`src/design/hpq_pkg.sv`:
```
// Shared types for the max-heap priority queue.
// No dependencies; used by the cell, the top level and the interfaces' users.
package hpq_pkg;

  // Operation code carried in the op field of an input transaction
  localparam logic OP_INSERT = 1'b0;
  localparam logic OP_REMOVE = 1'b1;

  // Result status
  typedef enum logic [1:0] {
    ST_OK        = 2'd0,
    ST_OVERFLOW  = 2'd1,
    ST_UNDERFLOW = 2'd2
  } hpq_status_e;

  // Per-cycle command broadcast to every cell of the row
  typedef struct packed {
    logic insert;
    logic remove;
  } hpq_cmd_t;

endpackage

```
`src/design/hpq_cell.sv`:
```
// One slot of the sorted key row: holds a key, compares it with the
// inserted key and shifts with its neighbors. Depends on hpq_pkg.
module hpq_cell
  import hpq_pkg::*;
#(
  parameter int KEY_WIDTH = 32,
  parameter int CNT_W     = 8,
  parameter int IDX       = 0
) (
  input  logic                        clk_i,
  input  hpq_cmd_t                    cmd_i,
  input  logic [CNT_W-1:0]            count_i,
  input  logic signed [KEY_WIDTH-1:0] ins_key_i,
  input  logic signed [KEY_WIDTH-1:0] prev_key_i,
  input  logic                        prev_ge_i,
  input  logic signed [KEY_WIDTH-1:0] next_key_i,
  output logic signed [KEY_WIDTH-1:0] key_o,
  output logic                        ge_o
);

  logic signed [KEY_WIDTH-1:0] key_q, key_d;
  logic                        occ;

  // Slot holds a live key when it lies below the fill count
  assign occ  = count_i > CNT_W'(IDX);
  // Keep the own key when it is not smaller than the inserted key
  assign ge_o = occ && !(ins_key_i > key_q);

  // Select: hold, take the new key, shift down on insert, shift up on remove
  always_comb begin
    key_d = key_q;
    if (cmd_i.insert) begin
      if (ge_o) begin
        key_d = key_q;
      end else if (prev_ge_i) begin
        key_d = ins_key_i;
      end else begin
        key_d = prev_key_i;
      end
    end else if (cmd_i.remove) begin
      key_d = next_key_i;
    end
  end

  always_ff @(posedge clk_i) begin
    key_q <= key_d;
  end

  assign key_o = key_q;

endmodule

```
`config.mk`:
```
export PLATFORM = sky130hd
export DESIGN_NAME = hpq_cell
export DESIGN_NICKNAME = d
export VERILOG_FILES = /design/src/design/hpq_pkg.sv /design/src/design/hpq_cell.sv
export SDC_FILE = /design/constraint.sdc
export NUM_CORES = 1
export LEC_CHECK = 0
export BUFFER_PORTS_ARGS = -buffer_cell sky130_fd_sc_hd__buf_2
export CORE_ASPECT_RATIO = 1.2
export CORE_UTILIZATION = 33
export DETAILED_ROUTE_END_ITERATION = 8
export GPL_ROUTABILITY_DRIVEN = 0
export GPL_TIMING_DRIVEN = 0
export HOLD_SLACK_MARGIN = 0.05
export PLACE_DENSITY_LB_ADDON = 0.12
export SLEW_MARGIN = 20
export SYNTH_ARGS = -nofsm -noshare
export SYNTH_HDL_FRONTEND = slang
export SYNTH_SLANG_ARGS = --single-unit
```
`constraint.sdc`:
```
create_clock -name clk_i -period 3.5 [get_ports clk_i]
set_input_delay 0.525 -clock clk_i [delete_from_list [all_inputs] [get_ports clk_i]]
set_output_delay 0.525 -clock clk_i [all_outputs]
set_load 0.02 [all_outputs]
```
* After elaboration in Yosys (flattened, before gate mapping)
Index checks and enable logic that the tools add are counted.
** Word-level totals
- Flip-flop bits (word level) :: 32
- Input port bits :: 108
- Output and inout bits :: 33
- Word-level logic and storage cells :: 12
** Operators by class
- Magnitude comparators :: 2
- Equal/unequal tests :: 1
- Multiplexer cells :: 4
- Reductions and logical operators :: 4
** Operator list (count)
- 2-to-1 mux 32 bit :: 4
- > comparator 32 bit :: 1
- > comparator 8 x 1 -> 1 bit, second input constant :: 1
- != test 2 bit, second input constant :: 1
- AND reduction 2 bit :: 1
- nonzero test 2 bit :: 1
- logical AND 1 bit :: 1
- logical NOT 1 bit :: 1

* Longest topological paths before layout
- Depth in word-level cells :: 5
- Depth in mapped cells :: 8
- Mapped depth without buffers :: 8

* Least setup slack after synthesis
OpenSTA, ideal clock, no wires.
- Path type :: in2reg
- From :: input port ins_key_i[15]
- To :: register key_q[0], in the netlist key_o[0] (enable)
- Library setup time :: 0.424 ns
- Data arrival time :: 3.133 ns
- Data required time :: 3.076 ns
- Path slack :: -0.058 ns
- Cell stages on the path :: 7
- Path buffers :: 0
- Path through :: ha_1 nand4_1 nor4_2 o21ai_2 a31oi_4 a2111oi_4 o31ai_2
** Between the ends
- Word-level cells in the longest chain between the ends :: 5
** RTL lines
- from (decl) :: RTL line hpq_cell.sv:13 : input logic signed [KEY_WIDTH-1:0] ins_key_i,
- > comparator 32 bit :: RTL line hpq_cell.sv:27 : assign ge_o = occ && !(ins_key_i > key_q);
- logical NOT 1 bit :: RTL line hpq_cell.sv:27
- logical AND 1 bit :: RTL line hpq_cell.sv:27
- != test 2 bit (no line)
- AND reduction 2 bit (no line)
- to (signal assigned) :: RTL line hpq_cell.sv:46 : key_q <= key_d;
- to (decl) :: RTL line hpq_cell.sv:21 : logic signed [KEY_WIDTH-1:0] key_q, key_d;
Every way passes these cells.
A chain may end at the register's enable or synchronous reset.

* Worst setup path in the final report
- From :: register key_q[25], in the netlist key_o[25]
- To :: output port ge_o
** Between the ends
- Word-level cells in the longest chain between the ends :: 3
** RTL lines
- > comparator 32 bit :: RTL line hpq_cell.sv:27
- logical NOT 1 bit :: RTL line hpq_cell.sv:27
- logical AND 1 bit :: RTL line hpq_cell.sv:27
- to (decl) :: RTL line hpq_cell.sv:18 : output logic ge_o
Every way passes these cells.

==> results.tsv <==
stage	metric	value	unit
floorplanning	die_y	97.9	um
clock_network	numCtsBuffers	5	
finish	largest_register_ffs	32	
clock_network	hold_buffers	0	
synthesis	synthMuxAreaShare	12.7	%
timing	report.final.slew_viol_count	0	
placement	place_inst	494	
floorplanning	die_area	0.00801	mm2
synthesis	synth-simple-area-share	10.8	%
power	peakVddDrop	0.176	mV
finish	nNetsFinal	551	
timing	fin_tns_setup	0	ps
synthesis	synthCells	263	
route	drt_iter0_drc	28	
outcome	outcome	completed	
power	sw_frac_of_total	34.0	%
synthesis	synth_fa_ha_area_share	15.8	%
job	cap_violations	0	
setup_path	start_kind	register	
global_route	grt_pass1_vias	2287	
route	wl	6.78	mm
synthesis	synth_top_family_by_area	compound AO/OA/AOI/OAI gates	
synthesis	syn_nets	403	
finish	fin_cells	501	
clock_network	clkTransAtPathRegs	70	ps
synthesis	synth-edff-count	32	
timing	rsz0062_at_grt	false	
power	power.switching	0.414	mW
synthesis	synth_cell_type_count	29	
clock_network	postCtsSetupBuffers	0	
floorplanning	start_util	34.5	%
clock_network	clockBufferDepth	2	
synthesis	yosys_warnings	0	
timing	hold_violations	0	
clock_network	clock-sinks	32	
route	vias	2410	
clock_network	cts_root_buf	clkbuf_8	
route	firstDrtPassIters	4	
synthesis	synth-compound-area-share	15.8	%
timing	setup_viol	0	
global_route	track_usage	17.5	%
global_route	grt.overflow.total	0	
finish	area_growth	36.7	%
setup_path	critical_path_class	reg -> out	
worst_hold_path	hold_class	in -> reg	
floorplanning	core-area	0.00732	mm2
power	seqPwrFrac	41.2	%
clock_network	cts-resized-gates	0	
timing	max_freq	347	MHz
synthesis	synth-seq-cells	32	
synthesis	yosysSeqAreaShare	38.0	%
clock_network	h-tree-depth	2	
clock_network	insertion_delay	290	ps
finish	final_common_cell	buf_2	
synthesis	async_flop_share	0	%
power	finalPower	1.22	mW
setup_path	cp-end-kind	primary output	
synthesis	synth_area	0.00253	mm2
finish	antennaDiodeCount	0	
timing	worst_pin_slew	547	ps
setup_path	cp.required	2970	ps
timing	final.setup_skew	7.57	ps
setup_path	arrival	2360	ps
timing	finalCriticalPeriod	2880	ps
finish	nFillCells	757	
timing	fin_crit_sh	82.4	%
power	power_leakage	1.79	nW
power	power_density	353	mW/mm2
global_route	grt_max_degree	12	
route	post_drt_wl_per_cell	13.5	um
route	viasPerCell	4.81	
synthesis	synth_ff_type	edfxtp_1	
setup_path	crit_fanout	2	
route	ant_nets	0	
timing	relSlewSlack	63.5	%
placement	place.detailed.hpwl	5.63	mm
floorplanning	num_rows	34	
finish	final_cell_mix	buf_2, a21oi_1, inv_1, nor2_1	
power	clockPowerShare	22.9	%
route	drcViolationCount	0	
power	p_int	0.804	mW
power	power_frac_comb	35.9	%
synthesis	synth_xor_area_share	0	%
finish	drive_gt1_share	38.4	%
timing	fin_hold_ws	555	ps
floorplanning	die_w	81.9	um
clock_network	cts_tree	built	
synthesis	avgSynthCellArea	9.61	um2
floorplanning	io_pins	141	
global_route	grt_antenna_before_repair	0	
placement	portBuffers	138	
global_route	grt_pass1_wl	10.6	mm
==> cells in the mapped netlist, types with 2 or more instances <==
master / instances / area (um2)
edfxtp_1: 32 / 961
buf_2: 3 / 15.0
nand3_1: 2 / 10.0
nor4_1: 2 / 12.5
o211a_1: 2 / 20.0
mux2i_1: 32 / 320
nand4_1: 7 / 43.8
ha_1: 32 / 400
nand2b_1: 2 / 12.5
nor4_2: 2 / 25.0
nand2_1: 8 / 30.0
o21ai_0: 5 / 25.0
inv_1: 34 / 128
a21oi_1: 42 / 210
a21o_1: 3 / 22.5
clkbuf_1: 8 / 30.0
a21oi_2: 2 / 17.5
nor2_1: 34 / 128
==> metrics by stage <==
step	cell area, um2	util (%)	setup WS, ps
2_1_floorplan	2540	-	539
3_3_place_gp	3340	45.6	-300
3_5_place_dp	3380	46.2	476
4_1_cts	3450	47.2	584
5_1_grt	3450	47.2	426
6_report	3450	47.2	616
==> power by group through the flow <==
stage | combinational, mW | sequential (mW) | clock (mW)
final | 0.437 | 0.502 | 0.279
after global routing | 0.494 | 0.510 | 0.308
after CTS | 0.447 | 0.503 | 0.293
after detailed placement | 0.445 | 0.511 | 0
after global placement | 0.428 | 0.512 | 0
after floorplan | 0.212 | 0.569 | 0
==> critical path, cell delays in order, from the launching register on <==
cell and delay, ps:
edfxtp_1 380, inv_1 70, ha_1 230, a21oi_1 220, o21ai_1 90, o31a_1 340
a2111oi_4 410, o21a_1 180, buf_2 160
==> per-layer routing <==
metal / track usage [%] / wire length (um)
met2: 31.0 / 3480
met5: 0 / 0
met4: 4.05 / 53
met1: 20.7 / 2750
met3: 4.58 / 492
==> cell type report <==
type                            count  area (um2)  area share (%)
Multi-Input combinational cell    186        1400            40.6
Sequential cell                    32         961            27.8
Timing Repair Buffer              141         728            21.1
Inverter                           34         128            3.69
Tap cell                           90         113            3.26
Clock buffer                        6        72.6            2.10
Buffer                             11        45.0            1.30
Clock inverter                      1        5.00           0.145
==> cells by family after synthesis <==
logic type                 count (synthesis)
AOI/OAI and AO/OA                         63
and+or+nand+nor                           59
buffers and inverters                     45
muxes                                     32
adders and majority gates                 32
DFF                                       32
==> worst paths after layout <==
check,startpoint,endpoint,slack (ps),cells after the start
max reg2reg,key_o[15]$_DFFE_PP_,key_o[7]$_DFFE_PP_,770,9
min,next_key_i[5],key_o[5]$_DFFE_PP_,560,3
min reg2reg,key_o[0]$_DFFE_PP_,key_o[26]$_DFFE_PP_,1220,4
max,key_o[25]$_DFFE_PP_,ge_o,620,8
No activity file was read; power rests on OpenSTA's default activity.
